--- config.mk ---
export PLATFORM = sky130hd
export DESIGN_NAME = ttww_fifo
export DESIGN_NICKNAME = d
export VERILOG_FILES = /design/src/rtl/core/ttww_fifo.sv
export SDC_FILE = /design/constraint.sdc
export NUM_CORES = 1
export LEC_CHECK = 0
export BUFFER_PORTS_ARGS = -buffer_cell sky130_fd_sc_hd__buf_4
export CAP_MARGIN = 10
export CORE_UTILIZATION = 49
export DETAILED_ROUTE_END_ITERATION = 7
export HOLD_SLACK_MARGIN = 0.12
export PLACE_DENSITY = 0.75
export SLEW_MARGIN = 20
export SYNTH_ARGS = -nofsm -noshare
export SYNTH_HDL_FRONTEND = slang
export SYNTH_SLANG_ARGS = --single-unit
--- constraint.sdc ---
create_clock -name i_clk -period 1.95 [get_ports i_clk]
set_input_delay 0.39 -clock i_clk [delete_from_list [all_inputs] [get_ports i_clk]]
set_output_delay 0.39 -clock i_clk [all_outputs]
set_load 0.01 [all_outputs]
--- src/rtl/core/ttww_fifo.sv ---
// ----------------------------------------------------------------------------
// ttww_fifo
// two-entry word queue
// ----------------------------------------------------------------------------
module ttww_fifo #(
    parameter int WIDTH = 8
) (
    input  logic             i_clk,
    input  logic             i_rst_n,
    input  logic             i_push,
    input  logic [WIDTH-1:0] i_data,
    output logic             o_full,
    input  logic             i_pop,
    output logic [WIDTH-1:0] o_data,
    output logic             o_empty
);

    logic [WIDTH-1:0] r_mem [2];
    logic             r_wp, r_rp;
    logic [1:0]       r_cnt;
    logic             do_push, do_pop;

    assign o_full  = (r_cnt == 2'd2);
    assign o_empty = (r_cnt == 2'd0);
    assign do_push = i_push && !o_full;
    assign do_pop  = i_pop && !o_empty;
    assign o_data  = r_mem[r_rp];

    always_ff @(posedge i_clk) begin
        if (!i_rst_n) begin
            r_wp  <= 1'b0;
            r_rp  <= 1'b0;
            r_cnt <= 2'd0;
        end else begin
            if (do_push) begin
                r_wp <= ~r_wp;
            end
            if (do_pop) begin
                r_rp <= ~r_rp;
            end
            r_cnt <= r_cnt + {1'b0, do_push} - {1'b0, do_pop};
        end
    end

    always_ff @(posedge i_clk) begin
        if (do_push) begin
            r_mem[r_wp] <= i_data;
        end
    end

endmodule

==> flow_metrics.env <==
export IMPL_syn_num_nets=66
export IMPL_ys_seq_area_share_pct=71.49
export IMPL_slew_viol_final=0
export IMPL_ys_flop_type="edfxtp_1"
export IMPL_final_util_pct=66.91
export IMPL_cts_root_buf="clkbuf_4"
export IMPL_max_cap_violations=0
export IMPL_timing_setup_tns_ps=0
export IMPL_worstPathMaxFanout=8
export IMPL_finalCritPeriodShare_pct=90.20
export IMPL_max_clock_path_buffers=2
export IMPL_crit_slowest_cell="dfxtp_1"
export IMPL_ios=22
export IMPL_antenna_found_initial=0
export IMPL_synth_seq_cells=21
export IMPL_grt_pass1_vias=486
export IMPL_async_flop_share_pct=0
export IMPL_layout_commonest_cell="buf_4"
export IMPL_die_width_um=42.71
export IMPL_slowest_delay_ps=540
export IMPL_setup_viol=0
export IMPL_critPathKind="flip-flop to output pin"
export IMPL_status="completed"
export IMPL_grt_pass1_wl_um=2097
export IMPL_start_util_pct=53.28
export IMPL_cts_tree="done"
export IMPL_ctsHoldBuffers=0
export IMPL_relSlewSlack_pct=74.30
export IMPL_synth_distinct_cells=17
export IMPL_cts_repair_resized=0
export IMPL_yosys_area_top_type="edfxtp_1"
export IMPL_p_leak_nw=0.4315
export IMPL_vias=465
export IMPL_drt_pass1_iterations=4
export IMPL_globalplace_congestion=0.7402
export IMPL_mostFrequentLayoutCells="22 x buf_4, 16 x edfxtp_1, 8 x mux2_2, 5 x nor2_1, 5 x dfxtp_1"
export IMPL_detail_route_antenna_nets=0
export IMPL_cp_required_ps=1560
export IMPL_area_growth_pct=25.58
export IMPL_powerDensity_mw_per_mm2=1258
export IMPL_hp_start="i_data[0]"
export IMPL_cts_sinks=21
export IMPL_synth_edf_count=16
export IMPL_gr_usage_all_layers_pct=16.77
export IMPL_cp_arrival_ps=1370
export IMPL_std_cell_rows=14
export IMPL_synth_warnings=0
export IMPL_htreeDepth=1
export IMPL_ir_worst_vdd_mv=0.7364
export IMPL_drt_iter0_drc=9
export IMPL_postRouteWirelength_um=1242
export IMPL_grt_max_degree=13
export IMPL_rsz0062_at_grt="false"
export IMPL_tightest_slew_ps=385.4
export IMPL_crit_path_end_kind="output pin"
export IMPL_synthTopCellsByArea="edfxtp_1 59%, dfxtp_1 12%, mux2_2 11%, ha_1 3.1%, nor2_1 2.3%"
export IMPL_fp_dieH_um=42.71
export IMPL_drc=0
export IMPL_hpwl_um=902.2
export IMPL_final_nets=92
export IMPL_worstPathCellList="mux2_2, buf_4"
export IMPL_post_cts_buffers=0
export IMPL_drive_gt1_share_pct=46.75
export IMPL_fillers=124
export IMPL_worstSetupStartpointType="flip-flop"
export IMPL_die_area_sq_mm=0.001824
export IMPL_numCtsBuffers=3
export IMPL_rr_startpoint="r_cnt[0]"
export IMPL_grt_ovfl_total=0
export IMPL_synth_top_area_share_pct=59.17
export IMPL_finalClockSkew_ps=3.369
export IMPL_worstHoldPathType="input port to flip-flop"
export IMPL_p_total_mw=1.283
export IMPL_avgSynthCellArea_sq_um=15.62
export IMPL_fin_crit_ps=1759
export IMPL_n_antenna_cell=0
export IMPL_syn_inst=52
export IMPL_max_freq_mhz=568.6
export IMPL_path_clk_slew_ps=110
export IMPL_insertion_delay_ps=290
export IMPL_fp_coreArea_sq_mm=0.001524
export IMPL_hold_viol=0
export IMPL_route_detailed_vias_per_inst=5.000
export IMPL_port_buffers=21
export IMPL_syn_area_sq_um=812.0
export IMPL_wl_per_cell_um=13.35
==> cells in the mapped netlist, drive strengths merged, types with 2 or more instances <==
| master | n |
|---|---|
| ha | 2 |
| dfxtp | 5 |
| nand2 | 2 |
| edfxtp | 16 |
| mux2 | 8 |
| and2 | 2 |
| inv | 3 |
| nor2 | 5 |
| nand2b | 2 |
==> sequential cells by signal, summed over array words and instances (netlist names), named ones only <==
| name | cells |
|---|---|
| r_wp | 1 |
| r_cnt | 2 |
| r_mem | 16 |
| r_rp | 1 |
==> through the flow <==
stage / cell area [sq um] / instances / setup WS (ps) / hold slack [ps]
floorplan: 812.0 / 52 / 405.0 / 454.9
global placement: 992.2 / 89 / 333.4 / 472.5
detailed placement: 992.2 / 89 / 276.5 / 493.6
CTS: 1020 / 93 / 154.2 / 260.2
global route: 1020 / 93 / 82.99 / 238.6
finish: 1020 / 93 / 191.2 / 270.5
==> per-layer routing <==
layer,track usage [%],wire length [um]
met1,20.47,538
met2,26.06,646
met3,6.809,57
met4,7.500,0
met5,0,0
==> cells by family after synthesis <==
kind of cell | Yosys count | synth area share (%)
flops | 21 | 71.50
simple gates | 13 | 7.859
mux | 9 | 12.33
buf+inv | 4 | 2.002
xor+xnor | 2 | 2.158
fa+ha+maj | 2 | 3.081
compound gates | 1 | 1.079
==> final timing paths <==
| kind | endpoint | slack, ps | depth (start not counted) |
|---|---|---|---|
| setup / recovery | o_data[0] | 190 | 2 |
| hold / removal | r_mem[1][0] | 270 | 1 |
| setup reg to reg | r_cnt[1] | 290 | 8 |
| hold reg to reg | r_wp | 510 | 2 |
==> critical path, delay by kind of cell (launching register included) <==
family / cells / cell delay (ps)
DFF: 1 / 540
muxes: 1 / 390
buffers and inverters: 1 / 140
==> cell type report <==
cell class | instances | area (sq um) | area share, %
multi-input cells | 27 | 215.2 | 21.10
inverters | 3 | 11.26 | 1.104
repair buffers | 22 | 165.2 | 16.20
well taps | 16 | 20.02 | 1.963
clock buffers | 3 | 22.52 | 2.209
flip-flops and latches | 21 | 580.6 | 56.93
clock inverters | 1 | 5.005 | 0.4908
==> power by group <==
part	leakage (nW)	internal, mW	switching, mW
sequential	0.191	0.584	0.0605
clock	0.0177	0.0763	0.123
combinational	0.223	0.246	0.193
total	0.432	0.906	0.377
Power figures use the tool's default switching activity.
