### src/rtl/core/ttww_pkg.sv
// ----------------------------------------------------------------------------
// ttww_pkg
// shared types and constants of the word-wrapping text terminal
// ----------------------------------------------------------------------------
package ttww_pkg;

    localparam int LINE_WIDTH_DEF = 64;
    localparam int LINE_COUNT_DEF = 32;

    localparam int CHAR_W     = 8;
    localparam int PX_W       = 16;
    localparam int RL_W       = 5;
    localparam int RC_W       = 6;
    localparam int CNT_W      = 16;
    localparam int SCR_W      = 24;
    localparam int LH_W       = 7;
    localparam int LPS_W      = 6;
    localparam int CFG_IDX_W  = 2;
    localparam int CFG_DATA_W = 7;

    localparam logic [CHAR_W-1:0] CH_SPACE = 8'h20;
    localparam logic [CHAR_W-1:0] CH_NL    = 8'h0A;
    localparam logic [CHAR_W-1:0] CH_NUL   = 8'h00;

    localparam logic [CFG_IDX_W-1:0] REG_LINE_HEIGHT      = 2'd0;
    localparam logic [CFG_IDX_W-1:0] REG_LINES_PER_SCREEN = 2'd1;

    typedef enum logic [1:0] {
        CMD_WRITE, CMD_CLEAR, CMD_SCROLL, CMD_READ
    } t_cmd;

    typedef enum logic [2:0] {
        OP_NULL, OP_NEWLINE, OP_CHAR, OP_CLEAR, OP_SCROLL, OP_READ
    } t_op;

    typedef struct packed {
        t_op                     op;
        logic [CHAR_W-1:0]       ch;
        logic signed [PX_W-1:0]  px;
        logic [RL_W-1:0]         rl;
        logic [RC_W-1:0]         rc;
    } t_item;

    typedef struct packed {
        logic [LH_W-1:0]  row_pitch;
        logic [LPS_W-1:0] lines_per_screen;
    } t_cfg;

    typedef enum logic [3:0] {
        S_IDLE, S_SCROLL, S_READ, S_SRCH_RD, S_SRCH_CHK,
        S_COPY_RD, S_COPY_WR, S_FINISH, S_TRIM, S_EMIT
    } t_state;

endpackage

### src/rtl/core/ttww_fifo.sv
// ----------------------------------------------------------------------------
// ttww_fifo
// two-entry word queue
// ----------------------------------------------------------------------------
module ttww_fifo #(
    parameter int WIDTH = 8
) (
    input  logic             i_clk,
    input  logic             i_rst_n,
    input  logic             i_push,
    input  logic [WIDTH-1:0] i_data,
    output logic             o_full,
    input  logic             i_pop,
    output logic [WIDTH-1:0] o_data,
    output logic             o_empty
);

    logic [WIDTH-1:0] r_mem [2];
    logic             r_wp, r_rp;
    logic [1:0]       r_cnt;
    logic             do_push, do_pop;

    assign o_full  = (r_cnt == 2'd2);
    assign o_empty = (r_cnt == 2'd0);
    assign do_push = i_push && !o_full;
    assign do_pop  = i_pop && !o_empty;
    assign o_data  = r_mem[r_rp];

    always_ff @(posedge i_clk) begin
        if (!i_rst_n) begin
            r_wp  <= 1'b0;
            r_rp  <= 1'b0;
            r_cnt <= 2'd0;
        end else begin
            if (do_push) begin
                r_wp <= ~r_wp;
            end
            if (do_pop) begin
                r_rp <= ~r_rp;
            end
            r_cnt <= r_cnt + {1'b0, do_push} - {1'b0, do_pop};
        end
    end

    always_ff @(posedge i_clk) begin
        if (do_push) begin
            r_mem[r_wp] <= i_data;
        end
    end

endmodule

### src/rtl/core/ttww_front.sv
// ----------------------------------------------------------------------------
// ttww_front
// accepts commands, classifies them and queues them for the executor
// ----------------------------------------------------------------------------
module ttww_front import ttww_pkg::*; (
    input  logic                   i_clk,
    input  logic                   i_rst_n,
    input  logic                   push,
    output logic                   full,
    input  logic [1:0]             i_command,
    input  logic [CHAR_W-1:0]      i_char_code,
    input  logic signed [PX_W-1:0] i_scroll_pixels,
    input  logic [RL_W-1:0]        i_read_line,
    input  logic [RC_W-1:0]        i_read_col,
    input  logic                   i_pop,
    output t_item                  o_item,
    output logic                   o_empty
);

    t_item                 item;
    logic [$bits(t_item)-1:0] q_data;

    always_comb begin
        item.ch = i_char_code;
        item.px = i_scroll_pixels;
        item.rl = i_read_line;
        item.rc = i_read_col;
        unique case (t_cmd'(i_command))
            CMD_WRITE: begin
                if (i_char_code == CH_NUL) begin
                    item.op = OP_NULL;
                end else if (i_char_code == CH_NL) begin
                    item.op = OP_NEWLINE;
                end else begin
                    item.op = OP_CHAR;
                end
            end
            CMD_CLEAR:  item.op = OP_CLEAR;
            CMD_SCROLL: item.op = OP_SCROLL;
            CMD_READ:   item.op = OP_READ;
            default:    item.op = OP_NULL;
        endcase
    end

    ttww_fifo #(.WIDTH($bits(t_item))) u_queue (
        .i_clk   (i_clk),
        .i_rst_n (i_rst_n),
        .i_push  (push),
        .i_data  (item),
        .o_full  (full),
        .i_pop   (i_pop),
        .o_data  (q_data),
        .o_empty (o_empty)
    );

    assign o_item = t_item'(q_data);

endmodule

### config.mk
export PLATFORM = sky130hd
export DESIGN_NAME = ttww_front
export DESIGN_NICKNAME = d
export VERILOG_FILES = /design/src/rtl/core/ttww_pkg.sv /design/src/rtl/core/ttww_fifo.sv /design/src/rtl/core/ttww_front.sv
export SDC_FILE = /design/constraint.sdc
export NUM_CORES = 1
export LEC_CHECK = 0
export ABC_AREA = 1
export BUFFER_PORTS_ARGS = -buffer_cell sky130_fd_sc_hd__buf_2
export CAP_MARGIN = 10
export CELL_PAD_IN_SITES_DETAIL_PLACEMENT = 0
export CELL_PAD_IN_SITES_GLOBAL_PLACEMENT = 1
export CORE_UTILIZATION = 40
export DETAILED_ROUTE_END_ITERATION = 10
export PLACE_DENSITY = 0.76
export SLEW_MARGIN = 20
export SYNTH_ARGS = -nofsm -noshare
export SYNTH_HDL_FRONTEND = slang
export SYNTH_SLANG_ARGS = --single-unit
### constraint.sdc
create_clock -name i_clk -period 5 [get_ports i_clk]
set_clock_uncertainty 0.15 [all_clocks]
set_input_delay 1 -clock i_clk [delete_from_list [all_inputs] [get_ports i_clk]]
set_output_delay 1 -clock i_clk [all_outputs]
set_load 0.005 [all_outputs]
==> flow_summary_export.csv <==
group,metric,value,unit
die,die_y,91.2,um
yosys,synth_ff_type,"edfxtp_1",
setup_path,r2r_end,"u_queue.r_mem[1][29]",
cts,cts_resized,0,
yosys,syn_area_per_cell,17.2,sq um
yosys,netlist_top_cells_count,"edfxtp_1 (76), mux2_4 (20), inv_1 (18), mux2_2 (18), nand2_1 (17)",
routing,drc,0,
yosys,netlist_area,0.00318,sq mm
setup_path,crit_path_start_kind,"register",
setup_path,cp_max_fo,38,
place,place_hpwl,3.07,mm
pwr,p_leak,1.58,nW
sta,drv_slew,0,
sta,setup_violations,0,
cts,numCtsBuffers,9,
sta,clock.fmax,0.352,GHz
sta,relSlewSlack,44.5,%
sta,hold_viol,0,
yosys,ys_seq_elements,81,
setup_path,critPathArrivalTime,1.69,ns
global_routing,grt_pass1_wl,7.80,mm
setup_path,critPathKind,"register to output pin",
yosys,synth_cell_types,13,
hold_path,hold_depth,2,
cells_and_area,n_antenna_cell,0,
die,die_w,91.2,um
cts,clockBufferDepth,2,
routing,drt_iter0_markers,56,
yosys,synth_edf_count,76,
global_routing,grt_antenna_before_repair,0,
cts,clk_latency,0.34,ns
cts,clock-sinks,81,
setup_path,rr_worst_depth,4,
routing,wl,4.92,mm
sta,period_share,56.9,%
yosys,synth.most_common_cell,"edfxtp_1",
place,pre_cts_ws,2.17,ns
sta,tns,0,ns
cts,root_buffer,"clkbuf_8",
cells_and_area,nNetsFinal,315,
place,numPortBuffers,80,
yosys,synth_area_leaders,"edfxtp_1 (72%), mux2_4 (9.4%), mux2_2 (6.4%)",
hold_path,min_from,"u_queue.r_rp",
sta,hold_ws,0.360,ns
yosys,ys_seq_area_share,74.8,%
global_routing,grt_pass1_vias,1680,
cts,clkTransAtPathRegs,0.08,ns
routing,ant_nets,0,
die,num_rows,32,
die,start_util,41.2,%
yosys,synth_top_area_share,71.7,%
cells_and_area,drive_gt1_share,49.3,%
setup_path,endpoint_kind,"output pin",
routing,vias,1718,
sta,worst_pin_slew,0.832,ns
sta,period_minus_slack,2.84,ns
yosys,synthArstFlopShare,0,%
hold_path,hold-path-endpoint,"u_queue.r_rp",
routing,drt-vias-per-instance,4.54,
cts,post_cts_buffers,0,
run,drv_cap,0,
cells_and_area,area_growth,23.0,%
cts,holdBufCountCts,0,
yosys,synth_fp_nets,228,
pwr,p_per_area,473,mW/mm^2
global_routing,grt_max_degree,39,
setup_path,required,3.85,ns
hold_path,hp-class,"register to register",
routing,wl_per_cell,13.0,um
global_routing,grt_overflow,0,
die,dieArea,0.00832,sq mm
sta,rsz0062_at_grt,"false",
yosys,yosysTopAreaCell,"edfxtp_1",
place,gpl.final_weighted_congestion,0.702,
die,fp.coreArea,0.00773,sq mm
setup_path,r2r-start,"u_queue.r_cnt[0]",
cts,cts.htree.levels,3,
setup_path,rrSetupSlack,3.23,ns
global_routing,track_usage,12.7,%
yosys,syn_inst,185,
routing,firstDrtPassIters,4,
yosys,ys_warn_count,0,
die,io_pins,81,
cts,cts_tree,"done",
pwr,ir_drop,0.184,mV
sta,worst_slack,2.16,ns
run_status,run_status,"finished clean",
stage by stage:
step                      instance area, sq um  utilization, %  power [W]  cells
after floorplan                           3180               -    0.00121    185
after global placement                    3680            47.6    0.00136    362
after detailed placement                  3680            47.6    0.00137    362
after CTS                                 3890            50.3    0.00187    377
after global routing                      3920            50.7    0.00195    378
final                                     3920            50.7    0.00185    378
cells by family (layout without fill, tap and decap cells):
group / count (synthesis) / after routing / synth area share [%]
muxes: 38 / 38 / 15.8
DFF: 81 / 81 / 74.8
adders and majority gates: 2 / 2 / 0.786
buffers and inverters: 23 / 114 / 3.46
AOI/OAI and AO/OA: 1 / 1 / 0.157
and+or+nand+nor: 40 / 40 / 4.99
final cells by class:
cell class	count	area [sq um]
clock buffer	9	124
sequential	81	2390
tap	102	128
multi-input combinational	81	699
clock inverter	6	83.8
inverter	18	67.6
fill	677	3810
timing repair buffer	81	428
where the power goes:
part	total [W]	leakage (nW)	switching (W)	internal [W]
sequential	0.000938	0.750	0.0000695	0.000869
clock	0.000495	0.0987	0.000219	0.000276
combinational	0.000418	0.732	0.000180	0.000238
total	0.00185	1.58	0.000469	0.00138
worst max-delay path, stage by stage (launching register included):
cell,delay (ns)
dfxtp_4,0.76
mux2_2,0.43
buf_2,0.13
worst max-delay path by stage:
stage / slack (ns) / to
floorplan: 1.75 / u_queue.r_mem[0][0]
global placement: 2.18 / o_item[24]
detailed placement: 2.17 / o_item[24]
CTS: 1.78 / o_item[24]
global route: 2.09 / o_item[24]
finish: 2.16 / o_item[24]
layout by cell type, fill, tap and decap left out, drive strengths merged:
cell type	count
buf	81
edfxtp	76
mux2	38
inv	18
nand2	17
nor2	16
clkbuf	9
nand3	7
dfxtp	5
ha	2
clkinvlp	2
bufinv	2
clkinv	2
a21oi	1
flip-flops by register name, summed over array words and instances (netlist names), named ones only:
signal and flops:
u_queue.r_cnt 2, u_queue.r_rp 1, u_queue.r_mem 76, u_queue.r_wp 1
metal layers:
metal	track usage, %	up-vias	wire length (um)	part of all wire (%)
met2	20.8	61	2390	49
met4	7.54	0	111	2.3
met1	15.2	813	2190	45
li1	-	835	-	-
met5	0	-	0	0
met3	2.93	9	231	4.7
No activity file was read; power rests on OpenSTA's default activity.
